**src/rtl/core/vnoise_mul.sv**
```systemverilog
`timescale 1ns / 1ps
// ----------------------------------------------------------------------------
// vnoise_mul: shared multiplier
// One registered 33x33 unsigned multiply, reused by the scaling, square, weight and blend steps.
// ----------------------------------------------------------------------------
module vnoise_mul (
    input  logic        i_clk,
    input  logic [32:0] i_a,
    input  logic [32:0] i_b,
    output logic [65:0] o_p
);
    logic [65:0] r_p;
    always_ff @(posedge i_clk) begin
        r_p <= i_a * i_b;
    end
    assign o_p = r_p;
endmodule

```
**config.mk**
```make
export PLATFORM = sky130hd
export DESIGN_NAME = vnoise_mul
export DESIGN_NICKNAME = d
export VERILOG_FILES = /design/src/rtl/core/vnoise_mul.sv
export SDC_FILE = /design/constraint.sdc
export NUM_CORES = 2
export LEC_CHECK = 0
export CAP_MARGIN = 20
export CORE_MARGIN = 1
export CORE_UTILIZATION = 64
export CTS_CLUSTER_DIAMETER = 200
export DETAILED_ROUTE_END_ITERATION = 12
export DONT_BUFFER_PORTS = 1
export GPL_TIMING_DRIVEN = 1
export PLACE_DENSITY = 0.86
export SYNTH_ARGS = -nofsm -noshare
export SYNTH_HDL_FRONTEND = slang
export SYNTH_SLANG_ARGS = --single-unit
```
**constraint.sdc**
```tcl
create_clock -name i_clk -period 9.4 [get_ports i_clk]
set_input_delay 0.94 -clock i_clk [delete_from_list [all_inputs] [get_ports i_clk]]
set_output_delay 0.94 -clock i_clk [all_outputs]
set_load 0.01 [all_outputs]
```
Yosys cells after proc, flatten, opt, wreduce, memory -nomap -nowiden
Cells that the tools add are included.
Word-level totals
  register bits after elaboration: 66
  output and inout port bits: 66
Operators by class
  multipliers: 1
Operators by type and width (count)
  33-bit by 33-bit multiplier with 66-bit output: 1

Logic depth before layout (Yosys ltp)
  depth in word-level cells: 1
  gate-level depth with buffers: 30
  mapped depth without buffers: 28

Worst setup path before layout
No wires, ideal clock.
  kind: input -> register
  from: input i_b[0]
  to: register r_p[58] (netlist: o_p[58])
  setup slack: 1.356 ns
  stages on the path: 28
  path buffers: 2
  data arrival time: 7.972 ns
  data required time: 9.328 ns
  cells stage by stage: clkbuf_1 -> and2_1 -> fa_1 -> inv_1 -> fa_1 -> inv_1 -> fa_1 -> inv_1 -> fa_1 -> inv_1 -> fa_1 -> fa_1 -> fa_1 -> inv_1 -> fa_1 -> inv_1 -> ha_1 -> buf_2 -> nand2_1 -> or4_1 -> or3_1 -> o22ai_1 -> o211a_1 -> o21ai_2 -> nand3b_4 -> o31a_1 -> o21ai_2 -> xor2_1
Between the ends
  word-level cells in the longest chain between the ends: 1
RTL lines
  start, declared: RTL line 9  | input logic [32:0] i_b,
  33-bit by 33-bit multiplier with 66-bit output: RTL line 14  | r_p <= i_a * i_b;
  end signal, assigned: RTL line 14
  end, declared: RTL line 12  | logic [65:0] r_p;
Every way passes these cells.

Worst setup path after layout
  from: input i_a[10]
  to: register r_p[58] (netlist: o_p[58])
Between the ends
  word-level cells in the longest chain between the ends: 1
RTL lines
  start, declared: RTL line 8  | input logic [32:0] i_a,
  33-bit by 33-bit multiplier with 66-bit output: RTL line 14
Every way passes these cells.

==> results_dict.tcl <==
set metrics [dict create \
    status "finished clean" \
    dr.pass1.iters 6 \
    die_h_um 241 \
    cts_root_buf "clkbuf_16" \
    finalNetCount 5138 \
    grt_use_total 0.352 \
    final_antenna_net_count 0 \
    cts_tree "yes" \
    worst_ep_required_time_ps 9660 \
    path_max_fanout 33 \
    maxSlewHeadroom 0.551 \
    port_buffers 0 \
    place_ws_ps 931 \
    yosysWarnings 0 \
    routed_wl_um 95500 \
    cp.depth 26 \
    synth_edf_count 0 \
    setup_tns_ps 0 \
    end_kind "register" \
    synthFlopType "dfxtp_1" \
    grt_antenna_before_repair 1 \
    synthArstFlopShare 0 \
    area_growth_pct 1.23 \
    cp.arrival_ps 8420 \
    fmax_mhz 123 \
    period_share 0.868 \
    final-setup-viol-count 0 \
    holdPathEnd "o_p[0]" \
    drt-vias-per-instance 5.80 \
    largest_register_ffs 66 \
    die-area_um2 58200 \
    worst-path-buf-inv 6 \
    hold_viol 0 \
    clkTransAtPathRegs_ps 60 \
    wl_per_cell_um 20.7 \
    num_vias 26700 \
    critical_path.slowest_cell "fa_1" \
    htreeDepth 3 \
    start_util 0.648 \
    worstMarginPinSlew_ps 674 \
    grt_max_degree 34 \
    cts.sink_count 66 \
    row_count 87 \
    hp-class "primary input to register" \
    slew_viol_final 0 \
    cpMostUsedCell "fa_1" \
    synth-seq-cells 66 \
    rsz0062_at_grt "false" \
    crit_path_start_kind "primary input" \
    cp_top_family "adder cells" \
    syn_area_um2 36600 \
    min_path_cells 1 \
    synth_fp_nets 5338 \
    drive_gt1_frac 0.00545 \
    postCtsSetupBuffers 0 \
    synth_cell_types 57 \
    grt_overflow 0 \
    syn_inst 4048 \
    period_minus_slack_ps 8150 \
    core_area_um2 56500 \
    gp_congestion 0.957 \
    dieWidth_um 241 \
    first_iter_violations 1901 \
    syn_avg_cell_area_um2 9.04 \
    cts_hold_buf 0 \
    max_cap_violations 0 \
    yosysSeqAreaShare 0.0361 \
    grt_pass1_vias 30200 \
    place_inst 4593 \
    crit_type "primary input to register" \
    post-route-drc-count 0 \
    slowest_delay_ps 550 \
    cts_buffers 9 \
    fin_ws_ps 1250 \
    n_fill_cell 4204 \
    dpl.hpwl_um 74400 \
    clockBufferDepth 2 \
    grt_pass1_wl_um 155000 \
    io_pins 133 \
    cts_resized 0 \
    fin_cells 4610 \
    hold_start "i_a[0]" \
]
-- cells in the final DEF, fill, tap and decap left out, types with 7 or more instances in the layout --
| cell | count |
|---|---|
| inv_1 | 1048 |
| dfxtp_1 | 66 |
| o21ai_1 | 23 |
| nand2_1 | 567 |
| o21a_1 | 7 |
| and2_1 | 574 |
| clkbuf_16 | 9 |
| fa_1 | 958 |
| and3_1 | 7 |
| xnor2_1 | 41 |
| o21bai_1 | 8 |
| nand4_1 | 16 |
| a21o_1 | 31 |
| nor2_1 | 33 |
| nand3_1 | 10 |
| xor2_1 | 24 |
| o21ai_0 | 15 |
| ha_1 | 265 |
| a21oi_1 | 73 |
-- synth_stat cells (all sizes together) (3+ instances only) --
| master | n | area, um2 |
|---|---|---|
| a211oi | 5 | 37.5 |
| a21boi | 3 | 22.5 |
| a21o | 31 | 233 |
| a21oi | 73 | 365 |
| a31oi | 6 | 37.5 |
| and2 | 574 | 3590 |
| and3 | 7 | 43.8 |
| and4 | 4 | 35.0 |
| clkbuf | 209 | 785 |
| dfxtp | 66 | 1320 |
| fa | 958 | 19200 |
| ha | 265 | 3320 |
| inv | 1049 | 3940 |
| nand2 | 568 | 2130 |
| nand3 | 10 | 50.1 |
| nand4 | 16 | 100 |
| nor2 | 33 | 124 |
| nor2b | 6 | 37.5 |
| nor3 | 4 | 20.0 |
| o21a | 7 | 52.6 |
| o21ai | 40 | 208 |
| o21bai | 8 | 60.1 |
| o31ai | 3 | 22.5 |
| xnor2 | 41 | 359 |
| xor2 | 24 | 210 |
-- routing by layer --
layer	vias up	global-route usage	wire length (um)
met2	1586	0.571	45700
met4	0	0.306	9860
met5	-	0	0
li1	11100	-	-
met1	13500	0.396	30600
met3	532	0.0724	9370
-- how the worst max path moves through the flow --
stage | startpoint | to | slack, ps
after global placement | i_a[10] | o_p[58] | 1000
after CTS | i_a[10] | o_p[58] | 1290
after global routing | i_a[22] | o_p[58] | 980
final | i_a[10] | o_p[58] | 1250
after detailed placement | i_b[0] | o_p[58] | 930
after floorplan | i_b[0] | o_p[58] | 1360
-- logic make-up after synthesis --
| family | Yosys count | synth area share |
|---|---|---|
| and+or+nand+nor | 1233 | 0.170 |
| buffers and inverters | 1260 | 0.129 |
| xor gates and xnor gates | 65 | 0.0156 |
| DFF | 66 | 0.0361 |
| adders and majority gates | 1223 | 0.615 |
| AOI/OAI and AO/OA | 201 | 0.0345 |
-- metrics by stage --
stage	utilization	hold WS, ps	cell area, um2
after floorplan	-	1070	36600
after global placement	0.651	1070	36800
after detailed placement	0.651	1070	36800
after CTS	0.656	713	37100
after global routing	0.656	721	37100
final	0.656	729	37100
-- layout make-up --
cell class	count	area, um2	area share
tap	756	946	0.0255
antenna	2	5.00	0.000135
sequential	66	1320	0.0357
clock inverter	5	55.1	0.00149
inverter	1049	3940	0.106
multi-input combinational	2722	30600	0.824
clock buffer	10	239	0.00645
Power is not shown: default switching activity piles up to over one toggle a cycle in this logic, so the estimate is an artifact.
