--- config.mk ---
export PLATFORM = sky130hd
export DESIGN_NAME = vnoise_div
export DESIGN_NICKNAME = d
export VERILOG_FILES = /design/src/rtl/core/vnoise_div.sv
export SDC_FILE = /design/constraint.sdc
export NUM_CORES = 1
export LEC_CHECK = 0
export BUFFER_PORTS_ARGS = -buffer_cell sky130_fd_sc_hd__buf_4
export CAP_MARGIN = 20
export CORE_MARGIN = 5
export CORE_UTILIZATION = 30
export DETAILED_ROUTE_END_ITERATION = 6
export PLACE_DENSITY = 0.56
export SLEW_MARGIN = 20
export SYNTH_ARGS = -nofsm -noshare
export SYNTH_HDL_FRONTEND = slang
export SYNTH_SLANG_ARGS = --single-unit
--- constraint.sdc ---
create_clock -name i_clk -period 3.18 [get_ports i_clk]
set_clock_uncertainty 0.1 [all_clocks]
set_input_delay 0.318 -clock i_clk [delete_from_list [all_inputs] [get_ports i_clk]]
set_output_delay 0.318 -clock i_clk [all_outputs]
set_load 0.01 [all_outputs]
--- src/rtl/core/vnoise_div.sv ---
`timescale 1ns / 1ps
// ----------------------------------------------------------------------------
// vnoise_div: restoring divider
// Radix-2 unsigned divide, one quotient bit per cycle; low 16 bits kept.
// ----------------------------------------------------------------------------
module vnoise_div #(
    parameter int NUM_W = 56,
    parameter int DEN_W = 34
) (
    input  logic             i_clk,
    input  logic             i_rst_n,
    input  logic             i_start,
    input  logic [NUM_W-1:0] i_num,
    input  logic [DEN_W-1:0] i_den,
    output logic             o_done,
    output logic [15:0]      o_quo
);
    localparam int CNT_W = $clog2(NUM_W + 1);
    logic [NUM_W-1:0] r_q, n_q;
    logic [DEN_W:0]   r_rem, n_rem;
    logic [DEN_W-1:0] r_den;
    logic [CNT_W-1:0] r_cnt;
    logic             r_busy, r_done;
    logic [DEN_W:0]   w_trial;

    always_comb begin
        w_trial = {r_rem[DEN_W-1:0], r_q[NUM_W-1]};
        n_q = {r_q[NUM_W-2:0], 1'b0};
        n_rem = w_trial;
        if (w_trial >= {1'b0, r_den}) begin
            n_rem = w_trial - {1'b0, r_den};
            n_q[0] = 1'b1;
        end
    end

    always_ff @(posedge i_clk) begin
        if (!i_rst_n) begin
            r_busy <= 1'b0;
            r_done <= 1'b0;
            r_cnt  <= '0;
        end else begin
            r_done <= 1'b0;
            if (i_start) begin
                r_busy <= 1'b1;
                r_cnt  <= CNT_W'(NUM_W);
                r_q    <= i_num;
                r_rem  <= '0;
                r_den  <= i_den;
            end else if (r_busy) begin
                r_q   <= n_q;
                r_rem <= n_rem;
                r_cnt <= r_cnt - 1'b1;
                if (r_cnt == CNT_W'(1)) begin
                    r_busy <= 1'b0;
                    r_done <= 1'b1;
                end
            end
        end
    end

    assign o_done = r_done;
    assign o_quo  = r_q[15:0];
endmodule
Yosys cells after proc, flatten, opt, wreduce, memory -nomap -nowiden --
Index checks and enable logic that the tools add are counted.
Operators by class: $add $sub $neg 2, $lt $le $gt $ge 1, eq/ne operators 1, multiplexer cells 11, bitwise operators 2, reduce and logical (&&, ||, !) cells 5
Operators by type and width (number):
- two-way mux 56 bit | 2
- two-way mux 34 bit | 2
- greater-or-equal comparator 35 x 34 -> 1 bit | 1
- subtractor 34 bit | 1
- two-way mux 6 bit | 2
- == test 6 x 1 -> 1 bit (second input constant) | 1
- subtractor 6 x 1 -> 6 bit (second input constant) | 1
- two-way mux 1 bit | 5
- AND reduction 2 bit | 2
- OR reduction 3 bit | 1
- NOT 1 bit | 2
- nonzero test 2 bit | 1
- OR reduction 2 bit | 1
Word-level totals: bits in registers 132, input bits 93, output and inout port bits 17, word-level logic and storage cells 29

Logic depth before layout (Yosys ltp) --
Gate-level depths: netlist of run 1.
depth after elaboration 4, gate-level depth with buffers 13, mapped depth without buffers 12

Least setup slack after synthesis of run 1 --
Ideal clock, no wire load.
path kind input to register, start in i_start, end reg r_q[0], enable pin, library setup time 0.456 ns, arrival time 2.950 ns, data required time 2.624 ns, path slack -0.327 ns, stages 3, path buffers 2, path through clkbuf_1 clkbuf_1 o21a_1
Between the ends: longest elaborated chain between the ends 2
RTL lines:
- from (decl) | RTL line 12 | input logic i_start,
- nonzero test 2 bit (no line)
- AND reduction 2 bit (no line)
- to (signal assigned) | RTL line 46 | r_q <= i_num;
- to (signal assigned) | RTL line 50 | r_q <= n_q;
- to (decl) | RTL line 19 | logic [NUM_W-1:0] r_q, n_q;
Every way passes these cells. A chain may end at the register's enable or synchronous reset.

Worst setup path after layout of run 1 --
start reg r_rem[7], end reg r_rem[29] (data pin)
Between the ends: longest elaborated chain between the ends 3, elaborated cells between the ends (all ways) 4, classes of those cells 1 x add/sub; 1 x order compare; 2 x mux
RTL lines:
- from (decl) | RTL line 20 | logic [DEN_W:0] r_rem, n_rem;
- from (signal assigned) | RTL line 51 | r_rem <= n_rem;
- subtractor 34 bit or greater-or-equal comparator 35 x 34 -> 1 bit (tied branches) | RTL line 31, 30
- two-way mux 34 bit (*) | RTL line 30 | if (w_trial >= {1'b0, r_den}) begin
- two-way mux 34 bit (*) | RTL line 49 | end else if (r_busy) begin
Mark *: on every way between the ends. The rest lies on a longest branch, timed or not. The select of a mux whose other input is x is not followed.

==> metrics.csv, run 1 <==
stage;metric;value;unit
timing;holdWs;0.08737;ns
detailed_routing;drc_errors;0;
clock_tree;cts_inserted_buffers;17;
clock_tree;htree_levels;4;
synth;synth_ff_type;edfxtp_1;
final_layout;antenna_cells;0;
power;powerDensity;546.5;mW/mm^2
timing;fin_setup_tns;0;ns
synth;synth.area.top_cells;edfxtp_1, mux2_2, ha_1;
worst_setup_path;worstPathArrival;3.08;ns
worst_setup_path;crit_path_max_fanout;3;
placed_design;post-dp-hpwl;12.71;mm
synth;ys_warn_count;0;
synth;async_reset_ff_share;0;%
detailed_routing;wl_per_cell;15.43;um
global_routing;antenna_found_initial;0;
worst_setup_path;r2r_slack;0.16;ns
clock_tree;clk_latency;0.43;ns
die;coreArea;0.02496;sq mm
power;ir_worst_vdd;0.0002756;V
global_routing;grt_pass1_vias;5549;
synth;yosys.area.top_type;edfxtp_1;
placed_design;portBuffers;109;
timing;max_freq;0.3309;GHz
synth;synth.most_common_cell;edfxtp_1;
final_layout;syn2layout_area_growth;29.60;%
min_path;min_path_type;in -> reg;
final_layout;drive_gt1_share;31.07;%
placed_design;pre_cts_slack;-0.01106;ns
detailed_routing;drtAntennaViolNets;0;
synth;synth_seq_cells;132;
clock_tree;cts_root_buf;clkbuf_16;
placed_design;place.gp.congestion;0.8557;
power;total_power;5.338;mW
synth;yosysSeqAreaShare;51.54;%
global_routing;grt.overflow.total;0;
final_layout;num-nets-final;928;
timing;setup_viol;0;
die;die_h;168.5;um
timing;relSlewSlack;59.12;%
detailed_routing;wl;17.60;mm
timing;rsz0062_at_grt;false;
clock_tree;clkSinkCount;132;
synth;synth_edf_count;124;
final_layout;fin_area;0.009767;sq mm
worst_setup_path;worstPathRequired;3.24;ns
detailed_routing;via_per_inst;4.734;
global_routing;grt_pass1_wl;28.68;mm
synth;synth.cell_area;0.007536;sq mm
synth;syn_nets;775;
worst_setup_path;path_class;reg -> reg;
die;num_io_pins;110;
detailed_routing;drt_iter0_markers;267;
timing;fin_ws;0.1578;ns
run_status;status;finished, final reports clean;
power;p_leak;4.033;nW
die;die-area;0.02839;sq mm
synth;netlist_instances;645;
synth;synth_cell_types;62;
clock_tree;cts_tree;built;
global_routing;grt_start_max_net_pins;78;
timing;fin_crit_sh;95.04;%
die;start_util;30.19;%
synth;synth_common_cells;edfxtp_1, mux2_2, nor2_1;
die;die_x;168.5;um
timing;worst_pin_slew;0.6131;ns
worst_setup_path;worst_setup_path_start_kind;flip-flop;
synth;syn_avg_cell_area;11.68;sq um
timing;finalHoldViolations;0;
clock_tree;cts_buffer_depth;2;
global_routing;grt_usage;12.50;%
timing;slew_violations;0;
clock_tree;path_clk_slew;0.07;ns
die;num_rows;58;
final_layout;num-fill-cells;2524;
flow_run;cap_violations;0;
detailed_routing;dr.pass1.iters;4;
timing;fin_crit;3.022;ns
detailed_routing;num_vias;5402;
synth;synth_top_cell_area_share;49.41;%
worst_setup_path;endpoint_kind;flip-flop;
placed_design;place_area;0.008765;sq mm
==> cell usage in the layout (no fill, tap or decap), drive strengths merged, types with 17 or more instances in the layout <==
| master | instances |
|---|---|
| o21ai | 18 |
| nand2 | 43 |
| mux2i | 23 |
| nor2 | 54 |
| a21oi | 33 |
| edfxtp | 124 |
| clkbuf | 17 |
| a21o | 20 |
| xnor2 | 19 |
| mux2 | 56 |
| inv | 50 |
| buf | 142 |
| ha | 36 |
| dlygate4sd3 | 34 |
==> logic make-up (layout without fill, tap and decap cells) <==
logic type | after synthesis | after routing | share of synthesized area (%)
muxes | 79 | 79 | 11.42
AOI/OAI and AO/OA | 129 | 129 | 12.05
buffers and inverters | 83 | 249 | 5.496
xor gates and xnor gates | 29 | 29 | 3.370
and+or+nand+nor | 156 | 156 | 9.879
adders and majority gates | 37 | 37 | 6.243
DFF | 132 | 132 | 51.54
==> state kept, by name, indices dropped and copies added, names as in the netlist <==
| register | cells |
|---|---|
| r_rem | 34 |
| r_busy | 1 |
| o_done | 1 |
| r_den | 34 |
| r_cnt | 6 |
| r_q | 56 |
==> timing repair <==
action / CTS / global route
pin swaps: 0 / 5
hold buffers: 34 / 0
cloned: 0 / 0
hold endpoints to repair: 34 / 0
buffers inserted: 0 / 3
setup endpoints to repair: 3 / 33
gates resized for setup: 3 / 12
==> power by group <==
group | switching, mW | total [mW] | internal (mW)
registers | 0.0628 | 2.14 | 2.08
logic | 0.642 | 1.26 | 0.618
clock network | 0.839 | 1.94 | 1.10
total | 1.54 | 5.34 | 3.79
==> path summary, 6_finish.rpt <==
path              startpoint         to  cells past startpoint
setup / recovery    r_rem[7]  r_rem[29]                     10
hold / removal     i_num[35]    r_q[35]                      2
setup reg to reg    r_rem[7]  r_rem[29]                     10
hold reg to reg     r_cnt[1]   r_cnt[1]                      2
==> worst max-delay path, cell delays in order, from the launching register on <==
cell and delay, ns:
edfxtp_1 0.38, ha_1 0.32, a21oi_1 0.18, o21ai_1 0.12
a221oi_2 0.31, nor2_1 0.09, o311a_1 0.38, or2_1 0.29
and3b_1 0.19, o41ai_2 0.30, a21oi_1 0.11
==> stage by stage <==
step	instances	utilization, %
detailed placement	1072	35.11
floorplan	645	-
global placement	1072	35.11
CTS	1138	38.80
finish	1141	39.12
global route	1141	39.12
==> final cells by class <==
cell class              instances  area [sq um]  area share (%)
flip-flops and latches        132          3884           39.76
well taps                     330         412.9           4.228
multi-input cells             430          3309           33.88
inverters                      41         153.9           1.576
clock buffers                  17         425.4           4.356
clock inverters                15         142.6           1.460
repair buffers                176          1439           14.73
==> metal layers <==
layer / part of all wire [%] / global-route usage, % / vias up
met1: 47 / 16.59 / 2553
met4: 1.1 / 2.964 / 0
met5: 0 / 0 / -
met3: 8.4 / 5.582 / 22
met2: 43 / 18.80 / 156
li1: - / - / 2671
No activity file was read; power rests on OpenSTA's default activity.
==> run 2: changes to the inputs <==
SETUP_SLACK_MARGIN = 0.5   (was not set)
==> run 2 against run 1 <==
Effect of this change: combinational power grew 10%; sequential power about the same; worst hold slack improved by 0.0039 ns; core utilization increased by 1.3 points; critical path depth is the same; sequential cell count stayed put; register-to-register slack better by 0.09 ns; first-iteration DRC count is 2.2% lower; critical path type unchanged; largest cell class unchanged.
==> metrics.csv, run 2 (same netlist as run 1, synthesis figures left out) <==
stage;metric;value;unit;change
die;num_rows;58;;unchanged
clock_tree;clk_latency;0.42;ns;about the same
worst_setup_path;crit_path_max_fanout;8;;+5
detailed_routing;drc_errors;0;;unchanged
worst_setup_path;r2r_cells;10;;unchanged
final_layout;syn2layout_area_growth;33.79;%;
timing;rsz0062_at_grt;true;;
global_routing;grt_pass1_wl;29.88;mm;+4.2%
worst_setup_path;path_class;reg -> reg;;
detailed_routing;wl_per_cell;15.97;um;+3.5%
global_routing;grt_start_max_net_pins;46;;-41%
final_layout;fin_area;0.01008;sq mm;+3.2%
timing;fin_setup_tns;0;ns;unchanged
clock_tree;cts_root_buf;clkbuf_16;;
clock_tree;path_clk_slew;0.07;ns;about the same
final_layout;drive_gt1_share;35.37;%;+4.3 points
timing;setup_viol;0;;unchanged
timing;slew_violations;0;;unchanged
final_layout;num-fill-cells;2459;;-2.6%
final_layout;num-nets-final;934;;+0.65%
worst_setup_path;cp_slowest_cell;edfxtp_1;;
final_layout;top_regs;r_q: 56 flops, r_den: 34 flops, r_rem: 34 flops;;
clock_tree;cts_tree;built;;
timing;holdWs;0.09131;ns;+0.003939 ns
worst_setup_path;critical_path.cell_chain;ha_4 > a21oi_1 > o21ai_2 > a221oi_2 > nor2_1 > o311a_1 > o211ai_2 > nand3_4 > buf_12 > mux2_4;;
die;start_util;30.19;%;unchanged
timing;worst_pin_slew;0.6272;ns;+0.01410 ns
detailed_routing;num_vias;5405;;+0.056%
final_layout;largest_reg_flops;56;;unchanged
die;coreArea;0.02496;sq mm;unchanged
worst_setup_path;r2r_slack;0.25;ns;+0.09 ns
run_status;status;finished, final reports clean;;
timing;fin_crit_sh;92.25;%;-2.8 points
clock_tree;htree_levels;4;;unchanged
worst_setup_path;endpoint_kind;flip-flop;;
detailed_routing;drtAntennaViolNets;0;;unchanged
timing;finalHoldViolations;0;;unchanged
global_routing;grt_pass1_vias;5743;;+3.5%
final_layout;layout_commonest_cell;buf_4;;
power;powerDensity;530.8;mW/mm^2;-2.9%
min_path;worstHoldStart;i_num[40];;
flow_run;cap_violations;0;;unchanged
detailed_routing;via_per_inst;4.712;;-0.47%
min_path;hold_end;r_q[40];;
die;die-area;0.02839;sq mm;unchanged
worst_setup_path;worst_setup_path_start_kind;flip-flop;;
timing;fin_crit;2.934;ns;-0.08863 ns
final_layout;antenna_cells;0;;unchanged
final_layout;top_register;r_q;;
worst_setup_path;worstPathRequired;3.25;ns;about the same
die;die_h;168.5;um;unchanged
clock_tree;clkSinkCount;132;;unchanged
detailed_routing;drt_iter0_markers;261;;-2.2%
power;total_power;5.351;mW;+0.25%
power;p_leak;4.080;nW;+1.2%
worst_setup_path;timing.rr.end;r_q[0];;
clock_tree;cts_buffer_depth;2;;unchanged
clock_tree;cts_inserted_buffers;17;;unchanged
placed_design;portBuffers;109;;unchanged
detailed_routing;dr.pass1.iters;4;;unchanged
placed_design;place.gp.congestion;0.8150;;-4.8%
power;ir_worst_vdd;0.0003454;V;+25%
die;num_io_pins;110;;unchanged
timing;max_freq;0.3409;GHz;+3.0%
final_layout;fin_util;40.39;%;+1.3 points
timing;relSlewSlack;58.18;%;-0.94 points
global_routing;grt.overflow.total;0;;unchanged
global_routing;grt_usage;13.01;%;+0.52 points
detailed_routing;wl;18.32;mm;+4.0%
min_path;holdPathStages;2;;unchanged
placed_design;place_area;0.008856;sq mm;+1.0%
min_path;min_path_type;in -> reg;;
placed_design;post-dp-hpwl;13.04;mm;+2.5%
final_layout;final_cell_mix;buf_4, edfxtp_1, mux2_2, nor2_1, nand2_1;;
worst_setup_path;cpPeakStageDelay;0.43;ns;+0.05 ns
worst_setup_path;worstPathArrival;3.01;ns;-0.07 ns
global_routing;antenna_found_initial;0;;unchanged
die;die_x;168.5;um;unchanged
worst_setup_path;r2r_start;r_rem[9];;
run 2: through the flow:
stage | std cells | setup WS (ns)
2_1_floorplan | 645 | 0.4472
3_3_place_gp | 1065 | 0.1530
3_5_place_dp | 1065 | 0.1210
4_1_cts | 1139 | 0.2331
5_1_grt | 1147 | 0.06507
6_report | 1147 | 0.2464
run 2: cell type report:
class | count | area, sq um | area share, %
Clock inverter | 14 | 107.6 | 1.067
Inverter | 41 | 153.9 | 1.526
Sequential cell | 132 | 3884 | 38.52
Timing Repair Buffer | 182 | 1521 | 15.09
Multi-Input combinational cell | 430 | 3573 | 35.44
Tap cell | 330 | 412.9 | 4.095
Clock buffer | 18 | 429.2 | 4.257
run 2: worst max path at each step:
stage / slack, ns / cells after the start / to / start
after detailed placement: 0.12 / 12 / r_rem[28] / r_q[55]
after global routing: 0.07 / 12 / r_rem[21] / r_rem[1]
after CTS: 0.23 / 11 / r_rem[8] / r_rem[1]
after global placement: 0.15 / 12 / r_rem[28] / r_q[55]
after floorplan: 0.45 / 10 / r_q[0] / r_rem[5]
final: 0.25 / 10 / r_q[0] / r_rem[9]
run 2: routing by layer:
metal	share of wire [%]	wire length, um	GRT usage (%)
met5	0	0	0
met2	46	8336	20.51
met1	46	8437	16.90
met3	8.0	1461	5.605
met4	0.43	79	2.435
run 2: report_power, final:
group | internal [mW] | leakage (nW) | switching [mW] | total [mW]
Sequential | 2.08 | 1.25 | 0.0692 | 2.15
Combinational | 0.699 | 2.58 | 0.691 | 1.39
Clock | 1.00 | 0.252 | 0.807 | 1.81
run 2: worst max-delay path: cells and delay by family, from the launching register on:
kind,cells,cell delay (ns)
adder cells (fa/ha/maj),1,0.27
multiplexers,1,0.25
flip-flops,1,0.43
buffers and inverters,1,0.22
AND/OR/NAND/NOR,2,0.30
AO/OA/AOI/OAI,5,1.12
run 2: repair_timing:
action	4_1_cts	5_1_grt
resized for setup	27	22
hold buffers	34	0
pin swaps	10	10
buffers inserted	7	8
hold endpoints to repair	34	0
setup endpoints to repair	35	35
cloned	1	0
==> run 3: changes to the inputs <==
RECOVER_POWER = 50   (was not set)
==> run 3 against run 2 <==
Effect of this change: global-route usage stayed put; first-iteration DRC count grew 13%; combinational power about the same; die area stayed put; core utilization decreased by 0.20 points; wire length down 0.39%; sequential cell count unchanged; register-to-register slack worse by 0.02 ns; worst hold slack gained 0.0051 ns; via count grew 0.78%; sequential power about the same; highest routed layer unchanged.
==> metrics.csv, run 3 (same netlist as run 1, synthesis figures left out) <==
stage;metric;value;unit;change
min_path;min_path_type;in -> reg;;
placed_design;pre_cts_slack;0.1210;ns;unchanged
detailed_routing;via_per_inst;4.749;;+0.78%
worst_setup_path;worst_setup_path_start_kind;flip-flop;;
detailed_routing;wl;18.24;mm;-0.39%
die;coreArea;0.02496;sq mm;unchanged
worst_setup_path;crit_path_max_fanout;14;;+6
die;num_rows;58;;unchanged
final_layout;top_register;r_q;;
die;num_io_pins;110;;unchanged
worst_setup_path;cp-startpoint;r_rem[9];;
timing;rsz0062_at_grt;true;;
timing;max_freq;0.3390;GHz;-0.55%
die;die_x;168.5;um;unchanged
timing;finalHoldViolations;0;;unchanged
final_layout;num-nets-final;934;;unchanged
detailed_routing;drtAntennaViolNets;0;;unchanged
timing;fin_crit;2.950;ns;+0.01630 ns
timing;fin_ws;0.2301;ns;-0.01630 ns
die;die-area;0.02839;sq mm;unchanged
run_status;status;finished, final reports clean;;
global_routing;grt_usage;13.01;%;unchanged
power;ir_worst_vdd;0.0003385;V;-2.0%
worst_setup_path;worstPathRequired;3.20;ns;-0.05 ns
final_layout;final_cell_mix;edfxtp_1, buf_4, mux2_2, nor2_1, nand2_1;;
final_layout;syn2layout_area_growth;33.12;%;
die;start_util;30.19;%;unchanged
global_routing;grt_start_max_net_pins;46;;unchanged
final_layout;fin_util;40.19;%;-0.20 points
timing;fin_crit_sh;92.76;%;+0.51 points
power;total_power;5.340;mW;-0.21%
timing;fin_setup_tns;0;ns;unchanged
detailed_routing;drc_errors;0;;unchanged
placed_design;portBuffers;109;;unchanged
timing;setup_viol;0;;unchanged
flow_run;cap_violations;0;;unchanged
final_layout;layout_commonest_cell;edfxtp_1;;
timing;slew_violations;0;;unchanged
clock_tree;path_clk_slew;0.07;ns;about the same
worst_setup_path;endpoint_kind;flip-flop;;
placed_design;post-dp-hpwl;13.04;mm;unchanged
global_routing;grt_pass1_wl;29.88;mm;unchanged
detailed_routing;drt_iter0_markers;296;;+13%
clock_tree;clkSinkCount;132;;unchanged
final_layout;drive_gt1_share;33.90;%;-1.5 points
detailed_routing;dr.pass1.iters;5;;+1
timing;worst_pin_slew;1.139;ns;+0.5116 ns
min_path;worstHoldStart;i_num[40];;
final_layout;largest_reg_flops;56;;unchanged
detailed_routing;wl_per_cell;15.90;um;-0.39%
die;die_h;168.5;um;unchanged
clock_tree;cts_root_buf;clkbuf_16;;
final_layout;top_regs;r_q: 56 flops, r_den: 34 flops, r_rem: 34 flops;;
timing;relSlewSlack;24.08;%;-34 points
final_layout;antenna_cells;0;;unchanged
worst_setup_path;path_class;reg -> reg;;
worst_setup_path;worstPathArrival;2.97;ns;-0.04 ns
placed_design;place.gp.congestion;0.8150;;unchanged
global_routing;antenna_found_initial;0;;unchanged
global_routing;grt_pass1_vias;5743;;unchanged
global_routing;grt.overflow.total;0;;unchanged
clock_tree;cts_tree;built;;
detailed_routing;num_vias;5447;;+0.78%
worst_setup_path;r2r_start;r_rem[9];;
power;powerDensity;532.3;mW/mm^2;+0.29%
clock_tree;clk_latency;0.42;ns;about the same
clock_tree;cts_buffer_depth;2;;unchanged
power;p_leak;4.027;nW;-1.3%
clock_tree;htree_levels;4;;unchanged
clock_tree;cts_inserted_buffers;17;;unchanged
[run 3: layer usage]
| layer | global-route usage, % | share of wire (%) | up-vias |
|---|---|---|---|
| met4 | 2.435 | 0.63 | 0 |
| met3 | 5.605 | 8.0 | 8 |
| met2 | 20.51 | 46 | 144 |
| met5 | 0 | 0 | - |
| met1 | 16.90 | 46 | 2624 |
| li1 | - | - | 2671 |
[run 3: path summary, 6_finish.rpt]
| path | slack [ns] | end | cells past startpoint |
|---|---|---|---|
| min | 0.1 | r_q[40] | 2 |
| min reg2reg | 0.39 | r_cnt[1] | 2 |
| max reg2reg | 0.23 | r_rem[8] | 11 |
| max | 0.23 | r_rem[8] | 11 |
[run 3: power breakdown]
| group | leakage (nW) | total (mW) | internal (mW) | switching [mW] |
|---|---|---|---|---|
| Combinational | 2.52 | 1.38 | 0.691 | 0.689 |
| Sequential | 1.25 | 2.15 | 2.08 | 0.0689 |
| Clock | 0.252 | 1.81 | 1.00 | 0.806 |
| Total | 4.03 | 5.34 | 3.78 | 1.56 |
[run 3: what timing repair did]
action | in CTS | in global routing
resized for setup | 27 | 22
pin swaps | 10 | 10
gates cloned | 1 | 0
endpoints found under the hold margin | 34 | 0
hold buffers | 34 | 0
buffers inserted | 7 | 8
setup endpoints to repair | 35 | 35
[run 3: critical path: stages (launching register included)]
cell      delay [ns]
edfxtp_1        0.44
ha_4            0.27
a21oi_1         0.17
o21ai_2         0.09
a221oi_2        0.29
nor2_1          0.08
o311a_1         0.34
o211ai_2        0.23
nand3_4         0.21
buf_12          0.23
mux2i_1         0.15
nor2_1          0.06
[run 3: cell type report]
type,instances,area (sq um)
Inverter,41,153.9
Tap cell,330,412.9
Clock inverter,14,107.6
Timing Repair Buffer,182,1471
Fill cell,2469,14930
Multi-Input combinational cell,430,3573
Clock buffer,18,429.2
Sequential cell,132,3884
[run 3: metrics by stage]
stage          std cells  area (sq um)  hold WS, ns
3_3_place_gp        1065          8856       0.3821
5_1_grt             1147         10030      0.07735
3_5_place_dp        1065          8856       0.3918
4_1_cts             1139          9932      0.07841
2_1_floorplan        645          7669       0.3169
6_report            1147         10030      0.09640
